==> src/sv/line_gradient_focus_metric_core_macros.svh <==
// Assertion macros for the line gradient focus metric core.
// Included by the top level; depends on nothing else.
`ifndef LINE_GRADIENT_FOCUS_METRIC_CORE_MACROS_SVH
`define LINE_GRADIENT_FOCUS_METRIC_CORE_MACROS_SVH

// same-cycle implication
`define LGFM_ASSERT_NOW(label, clk, rst, ante, cons, msg) \
   label: assert property (@(posedge clk) disable iff (rst) (ante) |-> (cons)) \
      else $error(msg);

// next-cycle implication
`define LGFM_ASSERT_NEXT(label, clk, rst, ante, cons, msg) \
   label: assert property (@(posedge clk) disable iff (rst) (ante) |=> (cons)) \
      else $error(msg);

`endif

==> src/sv/lgfm_pkg.sv <==
// Shared types and constants of the line gradient focus metric core.
// No dependencies; used by lgfm_ctrl, lgfm_dpath and the top level.
package lgfm_pkg;

   localparam int unsigned SAMPLE_W   = 8;
   localparam int unsigned LEN_W      = 11;
   localparam int unsigned IDX_W      = 11;
   localparam int unsigned ACC_W      = 28;
   localparam int unsigned FRAC_W     = 8;
   localparam int unsigned QUO_W      = ACC_W + FRAC_W;
   localparam int unsigned OUT_W      = 34;
   localparam int unsigned WPROD_W    = SAMPLE_W + LEN_W;
   localparam int unsigned CNT_W      = 6;
   localparam int unsigned CSR_IDX_W  = 2;
   localparam int unsigned CSR_DATA_W = 11;
   localparam int unsigned SEL_W      = 2;

   typedef enum logic [CSR_IDX_W-1:0] {
      CSR_CHANNEL = 2'd0,
      CSR_METHOD  = 2'd1,
      CSR_TENT    = 2'd2,
      CSR_LENGTH  = 2'd3
   } csr_index_type;

   localparam logic [SEL_W-1:0] CH_RED        = 2'd0;
   localparam logic [SEL_W-1:0] CH_GREEN      = 2'd1;
   localparam logic [SEL_W-1:0] CH_BLUE       = 2'd2;
   localparam logic [SEL_W-1:0] METHOD_SUM    = 2'd0;
   localparam logic [SEL_W-1:0] METHOD_CENTRE = 2'd1;

   typedef enum logic [1:0] {
      ST_ACCUM  = 2'd0,
      ST_DIVIDE = 2'd1,
      ST_FINISH = 2'd2
   } state_type;

   typedef struct packed {
      logic take_pixel;
      logic div_step;
      logic out_load;
   } cmd_type;

   typedef struct packed {
      logic last_pixel;
      logic div_busy;
   } sts_type;

endpackage

==> src/sv/line_gradient_focus_metric_core.sv <==
// Line gradient focus metric core: top level joining lgfm_ctrl and lgfm_dpath.
// Pixels inside a line are taken back to back while req_stall is low. With tent
// weighting the result of a line also passes the 36-step restoring divider.
// Input is held off from the last pixel until the result enters the output register.
// Reset is synchronous active high; it restores register defaults and clears the line.
// Depends on lgfm_pkg and line_gradient_focus_metric_core_macros.svh.
`include "line_gradient_focus_metric_core_macros.svh"

module line_gradient_focus_metric_core #(
   parameter int unsigned MAX_LINE_LENGTH = 1024
) (
   input  logic                               clock,
   input  logic                               reset,
   input  logic                               csr_valid,
   output logic                               csr_ready,
   input  logic [lgfm_pkg::CSR_IDX_W-1:0]     csr_index,
   input  logic [lgfm_pkg::CSR_DATA_W-1:0]    csr_data,
   input  logic                               req_valid,
   output logic                               req_stall,
   input  logic [lgfm_pkg::SAMPLE_W-1:0]      req_red_sample,
   input  logic [lgfm_pkg::SAMPLE_W-1:0]      req_green_sample,
   input  logic [lgfm_pkg::SAMPLE_W-1:0]      req_blue_sample,
   output logic                               rsp_valid,
   input  logic                               rsp_stall,
   output logic [lgfm_pkg::OUT_W-1:0]         rsp_focus_value
);

   lgfm_pkg::cmd_type cmd;
   lgfm_pkg::sts_type sts;

   assign csr_ready = 1'b1;

   lgfm_ctrl u_ctrl (
      .clock     (clock),
      .reset     (reset),
      .req_valid (req_valid),
      .req_stall (req_stall),
      .rsp_valid (rsp_valid),
      .rsp_stall (rsp_stall),
      .sts       (sts),
      .cmd       (cmd)
   );

   lgfm_dpath #(
      .MAX_LINE_LENGTH (MAX_LINE_LENGTH)
   ) u_dpath (
      .clock        (clock),
      .reset        (reset),
      .csr_valid    (csr_valid),
      .csr_index    (csr_index),
      .csr_data     (csr_data),
      .red_sample   (req_red_sample),
      .green_sample (req_green_sample),
      .blue_sample  (req_blue_sample),
      .cmd          (cmd),
      .sts          (sts),
      .focus_value  (rsp_focus_value)
   );

   `LGFM_ASSERT_NOW(a_no_input_while_dividing, clock, reset, sts.div_busy, req_stall, "pixel accepted during divide")
   `LGFM_ASSERT_NOW(a_no_result_overwrite, clock, reset, cmd.out_load, (!rsp_valid || !rsp_stall), "pending result overwritten")
   `LGFM_ASSERT_NEXT(a_load_shows_result, clock, reset, cmd.out_load, rsp_valid, "loaded result not presented")

endmodule

==> src/sv/lgfm_ctrl.sv <==
// Controller of the line gradient focus metric core: line, divide and finish sequencing.
// Depends on lgfm_pkg; drives commands to lgfm_dpath and owns the handshakes.
module lgfm_ctrl (
   input  logic               clock,
   input  logic               reset,
   input  logic               req_valid,
   output logic               req_stall,
   output logic               rsp_valid,
   input  logic               rsp_stall,
   input  lgfm_pkg::sts_type  sts,
   output lgfm_pkg::cmd_type  cmd
);

   lgfm_pkg::state_type state_ff, state_in;
   logic out_valid_ff, out_valid_in;
   logic out_take;

   assign rsp_valid = out_valid_ff;
   assign out_take  = out_valid_ff & ~rsp_stall;

   always_comb begin
      state_in = state_ff;
      unique case (state_ff)
         lgfm_pkg::ST_ACCUM: begin
            if (req_valid && sts.last_pixel) state_in = lgfm_pkg::ST_DIVIDE;
         end
         lgfm_pkg::ST_DIVIDE: begin
            if (!sts.div_busy) state_in = lgfm_pkg::ST_FINISH;
         end
         lgfm_pkg::ST_FINISH: begin
            if (!out_valid_ff || out_take) state_in = lgfm_pkg::ST_ACCUM;
         end
         default: state_in = lgfm_pkg::ST_ACCUM;
      endcase
   end

   always_comb begin
      req_stall = 1'b1;
      cmd       = '0;
      unique case (state_ff)
         lgfm_pkg::ST_ACCUM: begin
            req_stall      = 1'b0;
            cmd.take_pixel = req_valid;
         end
         lgfm_pkg::ST_DIVIDE: begin
            cmd.div_step = sts.div_busy;
         end
         lgfm_pkg::ST_FINISH: begin
            cmd.out_load = ~out_valid_ff | out_take;
         end
         default: begin
            req_stall = 1'b1;
         end
      endcase
   end

   assign out_valid_in = cmd.out_load | (out_valid_ff & ~out_take);

   always_ff @(posedge clock) begin
      if (reset) begin
         state_ff     <= lgfm_pkg::ST_ACCUM;
         out_valid_ff <= 1'b0;
      end else begin
         state_ff     <= state_in;
         out_valid_ff <= out_valid_in;
      end
   end

endmodule

==> src/sv/lgfm_dpath.sv <==
// Datapath of the line gradient focus metric core: registers, gradient accumulator,
// restoring divider and centre-sample product. Depends on lgfm_pkg.
module lgfm_dpath #(
   parameter int unsigned MAX_LINE_LENGTH = 1024
) (
   input  logic                                clock,
   input  logic                                reset,
   input  logic                                csr_valid,
   input  logic [lgfm_pkg::CSR_IDX_W-1:0]      csr_index,
   input  logic [lgfm_pkg::CSR_DATA_W-1:0]     csr_data,
   input  logic [lgfm_pkg::SAMPLE_W-1:0]       red_sample,
   input  logic [lgfm_pkg::SAMPLE_W-1:0]       green_sample,
   input  logic [lgfm_pkg::SAMPLE_W-1:0]       blue_sample,
   input  lgfm_pkg::cmd_type                   cmd,
   output lgfm_pkg::sts_type                   sts,
   output logic [lgfm_pkg::OUT_W-1:0]          focus_value
);

   localparam int unsigned SW = lgfm_pkg::SAMPLE_W;
   localparam int unsigned LW = lgfm_pkg::LEN_W;
   localparam int unsigned IW = lgfm_pkg::IDX_W;
   localparam int unsigned AW = lgfm_pkg::ACC_W;
   localparam int unsigned QW = lgfm_pkg::QUO_W;
   localparam int unsigned OW = lgfm_pkg::OUT_W;
   localparam int unsigned PW = lgfm_pkg::WPROD_W;
   localparam int unsigned CW = lgfm_pkg::CNT_W;
   localparam int unsigned LEN_FULL = (1 << LW) - 1;
   localparam int unsigned LEN_CAP_INT =
      (MAX_LINE_LENGTH > LEN_FULL) ? LEN_FULL : MAX_LINE_LENGTH;
   localparam logic [LW-1:0] LEN_CAP = LEN_CAP_INT[LW-1:0];
   localparam logic [LW-1:0] LEN_DEFAULT = LEN_CAP_INT[LW-1:0];
   localparam logic [CW-1:0] DIV_STEPS = QW[CW-1:0];

   // configuration
   logic [lgfm_pkg::SEL_W-1:0] channel_ff, channel_in;
   logic [lgfm_pkg::SEL_W-1:0] method_ff, method_in;
   logic                       tent_ff, tent_in;
   logic [LW-1:0]              length_ff, length_in;

   // line state
   logic [SW-1:0] prev_ff, prev_in;
   logic [IW-1:0] index_ff, index_in;
   logic [AW-1:0] acc_ff, acc_in;
   logic [SW-1:0] centre_ff, centre_in;

   // finish state
   logic [QW-1:0] quo_ff, quo_in;
   logic [LW-1:0] rem_ff, rem_in;
   logic [LW-1:0] div_len_ff, div_len_in;
   logic [CW-1:0] cnt_ff, cnt_in;
   logic          ok_ff, ok_in;
   logic          mul_ff, mul_in;
   logic [SW-1:0] fin_centre_ff, fin_centre_in;
   logic [OW-1:0] out_ff, out_in;

   logic [LW-1:0]     eff_len;
   logic [SW-1:0]     sample;
   logic [SW-1:0]     diff;
   logic [LW:0]       len_x;
   logic [LW:0]       tent_pos;
   logic [LW:0]       tent_dist;
   logic [LW:0]       tent_rest;
   logic [LW-1:0]     tent_num;
   logic [PW-1:0]     wprod;
   logic [PW-1:0]     wdiff;
   logic [AW:0]       acc_sum;
   logic [AW-1:0]     acc_next;
   logic              is_centre;
   logic [SW-1:0]     centre_next;
   logic              last_pixel;
   logic [LW:0]       rem_shift;
   logic [LW:0]       rem_diff;
   logic              rem_fits;
   logic [OW+SW-1:0]  product;

   always_comb begin
      if (length_ff == '0) eff_len = {{(LW-1){1'b0}}, 1'b1};
      else if (length_ff > LEN_CAP) eff_len = LEN_CAP;
      else eff_len = length_ff;
   end

   always_comb begin
      case (channel_ff)
         lgfm_pkg::CH_RED:   sample = red_sample;
         lgfm_pkg::CH_GREEN: sample = green_sample;
         lgfm_pkg::CH_BLUE:  sample = blue_sample;
         default:            sample = '0;
      endcase
   end

   always_comb begin
      diff      = (sample > prev_ff) ? (sample - prev_ff) : (prev_ff - sample);
      len_x     = {1'b0, eff_len};
      tent_pos  = {index_ff, 1'b0} - {{LW{1'b0}}, 1'b1};
      tent_dist = (tent_pos > len_x) ? (tent_pos - len_x) : (len_x - tent_pos);
      tent_rest = len_x - tent_dist;
      tent_num  = (tent_dist >= len_x) ? '0 : tent_rest[LW-1:0];
      wprod     = diff * tent_num;
      wdiff     = tent_ff ? wprod : {{(PW-SW){1'b0}}, diff};
      acc_sum   = {1'b0, acc_ff} + {{(AW+1-PW){1'b0}}, wdiff};
      if (index_ff == '0) acc_next = acc_ff;
      else if (acc_sum[AW]) acc_next = '1;
      else acc_next = acc_sum[AW-1:0];
      is_centre   = (index_ff == (eff_len >> 1));
      centre_next = is_centre ? sample : centre_ff;
      last_pixel  = ({1'b0, index_ff} + {{IW{1'b0}}, 1'b1}) >= len_x;
   end

   assign sts.last_pixel = last_pixel;
   assign sts.div_busy   = (cnt_ff != '0);

   always_comb begin
      rem_shift = {rem_ff, quo_ff[QW-1]};
      rem_fits  = rem_shift >= {1'b0, div_len_ff};
      rem_diff  = rem_shift - {1'b0, div_len_ff};
      product   = quo_ff[OW-1:0] * fin_centre_ff;
   end

   always_comb begin
      channel_in = channel_ff;
      method_in  = method_ff;
      tent_in    = tent_ff;
      length_in  = length_ff;
      if (csr_valid) begin
         unique case (lgfm_pkg::csr_index_type'(csr_index))
            lgfm_pkg::CSR_CHANNEL: channel_in = csr_data[lgfm_pkg::SEL_W-1:0];
            lgfm_pkg::CSR_METHOD:  method_in  = csr_data[lgfm_pkg::SEL_W-1:0];
            lgfm_pkg::CSR_TENT:    tent_in    = csr_data[0];
            lgfm_pkg::CSR_LENGTH:  length_in  = csr_data[LW-1:0];
            default:               channel_in = channel_ff;
         endcase
      end
   end

   always_comb begin
      prev_in       = prev_ff;
      index_in      = index_ff;
      acc_in        = acc_ff;
      centre_in     = centre_ff;
      quo_in        = quo_ff;
      rem_in        = rem_ff;
      div_len_in    = div_len_ff;
      cnt_in        = cnt_ff;
      ok_in         = ok_ff;
      mul_in        = mul_ff;
      fin_centre_in = fin_centre_ff;
      out_in        = out_ff;
      if (cmd.take_pixel) begin
         prev_in   = sample;
         centre_in = centre_next;
         if (last_pixel) begin
            index_in      = '0;
            acc_in        = '0;
            quo_in        = {acc_next, {lgfm_pkg::FRAC_W{1'b0}}};
            rem_in        = '0;
            div_len_in    = eff_len;
            cnt_in        = tent_ff ? DIV_STEPS : '0;
            ok_in         = (channel_ff <= lgfm_pkg::CH_BLUE) &&
                            (method_ff <= lgfm_pkg::METHOD_CENTRE);
            mul_in        = (method_ff == lgfm_pkg::METHOD_CENTRE);
            fin_centre_in = centre_next;
         end else begin
            index_in = index_ff + {{(IW-1){1'b0}}, 1'b1};
            acc_in   = acc_next;
         end
      end
      if (cmd.div_step) begin
         cnt_in = cnt_ff - {{(CW-1){1'b0}}, 1'b1};
         quo_in = {quo_ff[QW-2:0], rem_fits};
         rem_in = rem_fits ? rem_diff[LW-1:0] : rem_shift[LW-1:0];
      end
      if (cmd.out_load) begin
         if (!ok_ff) out_in = '0;
         else if (mul_ff) out_in = product[OW-1:0];
         else out_in = quo_ff[OW-1:0];
      end
   end

   assign focus_value = out_ff;

   always_ff @(posedge clock) begin
      if (reset) begin
         channel_ff <= lgfm_pkg::CH_RED;
         method_ff  <= lgfm_pkg::METHOD_SUM;
         tent_ff    <= 1'b0;
         length_ff  <= LEN_DEFAULT;
         prev_ff    <= '0;
         index_ff   <= '0;
         acc_ff     <= '0;
         centre_ff  <= '0;
         cnt_ff     <= '0;
      end else begin
         channel_ff <= channel_in;
         method_ff  <= method_in;
         tent_ff    <= tent_in;
         length_ff  <= length_in;
         prev_ff    <= prev_in;
         index_ff   <= index_in;
         acc_ff     <= acc_in;
         centre_ff  <= centre_in;
         cnt_ff     <= cnt_in;
      end
   end

   always_ff @(posedge clock) begin
      quo_ff        <= quo_in;
      rem_ff        <= rem_in;
      div_len_ff    <= div_len_in;
      ok_ff         <= ok_in;
      mul_ff        <= mul_in;
      fin_centre_ff <= fin_centre_in;
      out_ff        <= out_in;
   end

endmodule

==> config.mk <==
export PLATFORM = sky130hd
export DESIGN_NAME = line_gradient_focus_metric_core
export DESIGN_NICKNAME = d
export VERILOG_FILES = /design/src/sv/lgfm_pkg.sv /design/src/sv/line_gradient_focus_metric_core.sv /design/src/sv/lgfm_ctrl.sv /design/src/sv/lgfm_dpath.sv
export VERILOG_INCLUDE_DIRS = /design/src /design/src/sv
export SDC_FILE = /design/constraint.sdc
export NUM_CORES = 1
export LEC_CHECK = 0
export BUFFER_PORTS_ARGS = -buffer_cell sky130_fd_sc_hd__buf_2
export CAP_MARGIN = 20
export CORE_ASPECT_RATIO = 0.5
export CORE_MARGIN = 4
export CORE_UTILIZATION = 66
export CTS_BUF_LIST = sky130_fd_sc_hd__clkbuf_4
export DETAILED_ROUTE_END_ITERATION = 8
export PLACE_DENSITY = 0.86
export RECOVER_POWER = 25
export SLEW_MARGIN = 40
export SYNTH_ARGS = -nofsm -noshare
export SYNTH_HDL_FRONTEND = slang
export SYNTH_SLANG_ARGS = --single-unit
==> constraint.sdc <==
create_clock -name clock -period 13.8 [get_ports clock]
set_input_delay 0 -clock clock [delete_from_list [all_inputs] [get_ports clock]]
set_output_delay 0 -clock clock [all_outputs]
set_load 0.05 [all_outputs]
==> results.rst <==
.. list-table::
   :header-rows: 1

   * - Metric
     - Value
   * - Run status
     - complete, but fails checks
   * - Failing checks
     - max-capacitance violations, max-slew violations
   * - Summed area of non-filler cells in the final layout
     - 0.0237 sq mm
   * - Path class of the lowest-slack min-delay path
     - in2reg
   * - Sequential fraction of the synthesis area
     - 21.1%
   * - Total die area
     - 0.0367 sq mm
   * - Pin count of the biggest net entering global routing
     - 71
   * - Count of state elements after synthesis
     - 182
   * - Reg-to-reg critical path startpoint
     - u_dpath.index_ff[3]
   * - Maximum fanout along the worst path
     - 29
   * - Nets@finish
     - 3,092
   * - CTS tree
     - done
   * - Buffers inserted by post-CTS timing repair
     - 0
   * - Distinct cell type count of the synthesized netlist
     - 76
   * - Hold worst-path end
     - u_dpath.fin_centre_ff[1]
   * - FMAX
     - 0.0775 GHz
   * - Most used cell, CP
     - o21ai_0
   * - Number of stages on the worst hold path
     - 5
   * - Element type at the critical path start
     - flop
   * - Unrepaired setup endpoints after global routing
     - false
   * - Worst reg2reg endpoint
     - u_dpath.quo_ff[12]
   * - Peak per-stage delay on the critical path
     - 600 ps
   * - Dominant synthesized flop cell
     - edfxtp_1
   * - Setup Slack @ Placement
     - 970 ps
   * - Tcrit/Tclk final
     - 93.5%
   * - Leading cell types in the layout, fill and taps excluded
     - 323 x inv_1, 267 x nand2_1, 246 x nor2_1
   * - # Max-Cap Violations
     - 1
   * - Final Critical Period
     - 12,900 ps
   * - Initial core utilization
     - 66.9%
   * - Routability congestion estimate from global placement
     - 0.969
   * - Slew at the pin with the worst max-slew slack
     - 2620 ps
   * - Root Buffer Master
     - clkbuf_4
   * - Clock transition time at the flip-flop clock pins of the worst setup and hold paths
     - 220 ps
   * - Final HPWL from detailed placement
     - 40.3 mm
   * - Total power per unit cell area
     - 103 mW/mm^2
   * - Post-Route Setup TNS
     - 0 ps
   * - Most common cell after layout, fill and taps aside
     - inv_1
   * - Largest vdd supply drop
     - 0.0867 mV
   * - Number of gates resized after CTS
     - 0
   * - Violation count after the first detailed-routing iteration
     - 1,741
   * - Top-level port count
     - 79
   * - H-tree Lvls
     - 4
   * - Cell depth of the worst setup path
     - 48
   * - Post-detailed-routing wire length
     - 56.7 mm
   * - Count of warnings emitted by yosys
     - 0
   * - Row Count
     - 47
   * - Instance count of the mapped netlist
     - 2,590
   * - Number of global-route vias before repair
     - 18,900
   * - Family with the most delay on the worst path
     - compound AO/OA/AOI/OAI gates
   * - Synth area leaders
     - fa_1 21%, edfxtp_1 14%, ha_1 10%, dfxtp_1 7.2%, inv_1 5.5%
   * - Share of layout cells above drive strength 1
     - 4.83%
   * - Register-to-register path setup slack
     - 900 ps
   * - Crit path capture type
     - flop
   * - Fin Clk Skew
     - 58.9 ps
   * - Number of buffers added by the clock tree synthesis step
     - 17
   * - Post-detailed-route wirelength per cell
     - 18.3 microns
   * - Max Slew Vio Count
     - 44
   * - GRT overflow
     - 0
   * - Final Core Density
     - 71.4%
   * - Area growth, synth to finish
     - 6.75%
   * - Hold Violations, Final
     - 0
   * - Via count normalized by instance count
     - 6.07
   * - Synth Area per Inst
     - 8.56 sq um
   * - First-pass GRT wire length
     - 92.9 mm
   * - Depth of the most critical reg-to-reg path
     - 48
   * - Die Ht
     - 138 microns
   * - Final setup fails
     - 0
   * - Post-Place Cells
     - 2,999
   * - PnR worst setup slack
     - 895 ps
   * - Buffers & Inverters on Critical Path
     - 4
   * - Nets in the synthesized netlist
     - 3,043
   * - Global router's overall resource usage
     - 31.5%
   * - Overall via count from detail_route
     - 18,800
   * - Required arrival time at the worst endpoint
     - 14,200 ps
   * - Highest-delay cell along the critical path
     - or4_4
   * - Count of buffers from port buffering
     - 77
   * - Initial antenna violation count
     - 3
   * - Number of detailed-routing iterations run before antenna repair
     - 6
   * - Detail Route Antenna Nets
     - 0
   * - Leakage
     - 11.0 nW
   * - Category of the most critical setup path
     - reg2reg
   * - Source-to-sink clock delay at the later pin of the worst-skew pair
     - 700 ps
   * - Maximum buffer depth of the clock tree
     - 2
   * - WP data arrival
     - 13,310 ps
   * - Core box area
     - 0.0331 sq mm
   * - Layout filler cell count
     - 2,420
   * - Launch point of the worst hold path
     - req_green_sample[1]
   * - Floorplan die width
     - 267 microns
   * - Number of hold buffers added after CTS
     - 62
   * - Non-Filler Instances
     - 3,095
   * - Area fraction of the dominant cell type after synthesis
     - 20.5%
   * - Cell area after placement
     - 0.0228 sq mm
   * - Number of flops mapped to enable cells by yosys
     - 102
   * - Max-slew headroom at the worst pin
     - -74.5%
   * - Cell taking the most area after synthesis
     - fa_1
   * - Share of async-settable or async-resettable flops after synthesis
     - 0%
   * - Mapped Area
     - 0.0222 sq mm
   * - # clock sinks
     - 182
   * - Total DRC errors in the routed layout
     - 0
cell families (layout without fill, tap and decap cells):
family	count (synthesis)	count (layout)	synth area share (%)
adders and majority gates	411	411	30.9
other	1	3	0.0169
DFF	182	182	21.1
buffers and inverters	461	523	7.93
xor gates and xnor gates	123	123	4.90
muxes	62	62	2.82
AOI/OAI and AO/OA	471	471	13.4
and+or+nand+nor	879	879	19.0
final cells by class:
| class | count | area (sq um) | share of cell area (%) |
|---|---|---|---|
| Multi-Input combinational cell | 1947 | 15800 | 66.6 |
| Timing Repair Buffer | 166 | 1160 | 4.90 |
| Clock inverter | 14 | 158 | 0.667 |
| Tap cell | 441 | 552 | 2.33 |
| Sequential cell | 182 | 4660 | 19.7 |
| Inverter | 325 | 1220 | 5.17 |
| Antenna cell | 2 | 5.00 | 0.0212 |
| Clock buffer | 18 | 135 | 0.571 |
sequential cells by signal, summed over array words and instances (netlist names), 2 cells and up:
name and flops:
u_dpath.quo_ff 36, u_dpath.focus_value 34, u_dpath.acc_ff 28, u_dpath.div_len_ff 11, u_dpath.index_ff 11, u_dpath.length_ff 11, u_dpath.rem_ff 11, u_dpath.centre_ff 8
u_dpath.fin_centre_ff 8, u_dpath.prev_ff 8, u_dpath.cnt_ff 6, u_ctrl.state_ff 2, u_dpath.channel_ff 2, u_dpath.method_ff 2
worst reg2reg max path: cells and delay by family (launching register included):
| family | cells | cell delay [ps] |
|---|---|---|
| flip-flops | 1 | 480 |
| multiplexers | 1 | 250 |
| AO/OA/AOI/OAI | 18 | 3900 |
| AND/OR/NAND/NOR | 14 | 3530 |
| adder cells (fa/ha/maj) | 8 | 3430 |
| buffers and inverters | 4 | 380 |
| XOR/XNOR | 3 | 630 |
cells in the mapped netlist (4+ instances only):
library cell  instances
inv_1               325
nand2_1             267
nor2_1              248
fa_1                227
ha_1                184
a21oi_1             134
and2_1              127
clkbuf_1            126
o21ai_0             106
edfxtp_1            102
dfxtp_1              80
xnor2_1              72
mux2i_1              59
a21o_1               54
xor2_1               50
a211oi_1             37
nor3_1               36
nand2b_1             31
nand3_1              31
nor2b_1              23
nand3b_1             20
a31oi_1              18
and3_1               18
or3_1                18
o21a_1               15
a21boi_0             13
nand4_1              13
o21bai_1             13
o22ai_1              13
o31ai_1              10
or2_1                10
nor4_1                9
o211ai_1              9
or2_2                 9
nor3b_1               7
a22oi_1               5
o221ai_1              5
a211o_1               4
o211a_1               4
worst max path at each step:
stage | startpoint | to | slack [ps]
global route | u_dpath.index_ff[3] | u_dpath.quo_ff[15] | 40
global placement | u_dpath.index_ff[2] | u_dpath.quo_ff[12] | 1230
finish | u_dpath.index_ff[3] | u_dpath.quo_ff[12] | 900
CTS | u_dpath.index_ff[3] | u_dpath.quo_ff[12] | 880
detailed placement | u_dpath.index_ff[2] | u_dpath.quo_ff[12] | 970
floorplan | u_dpath.index_ff[2] | u_dpath.quo_ff[34] | 2560
metrics by stage:
step	total power, mW	hold slack, ps
floorplan	1.76	118
global placement	2.01	222
detailed placement	2.06	225
CTS	2.41	18.9
global route	2.66	74.2
finish	2.43	59.1
power by group:
part	internal, mW	total [mW]	switching, mW	leakage [nW]
clock	0.101	0.340	0.239	0.158
sequential	0.596	0.619	0.0228	1.57
combinational	0.599	1.47	0.875	9.29
total	1.30	2.43	1.14	11.0
routing by layer:
metal	vias to the layer above	wire length (microns)	track usage (%)
met5	-	13	0
met4	2	2040	13.4
met3	193	5430	7.39
met2	965	26200	52.4
met1	8988	23000	40.0
li1	8636	-	-
Power figures use the tool's default switching activity.
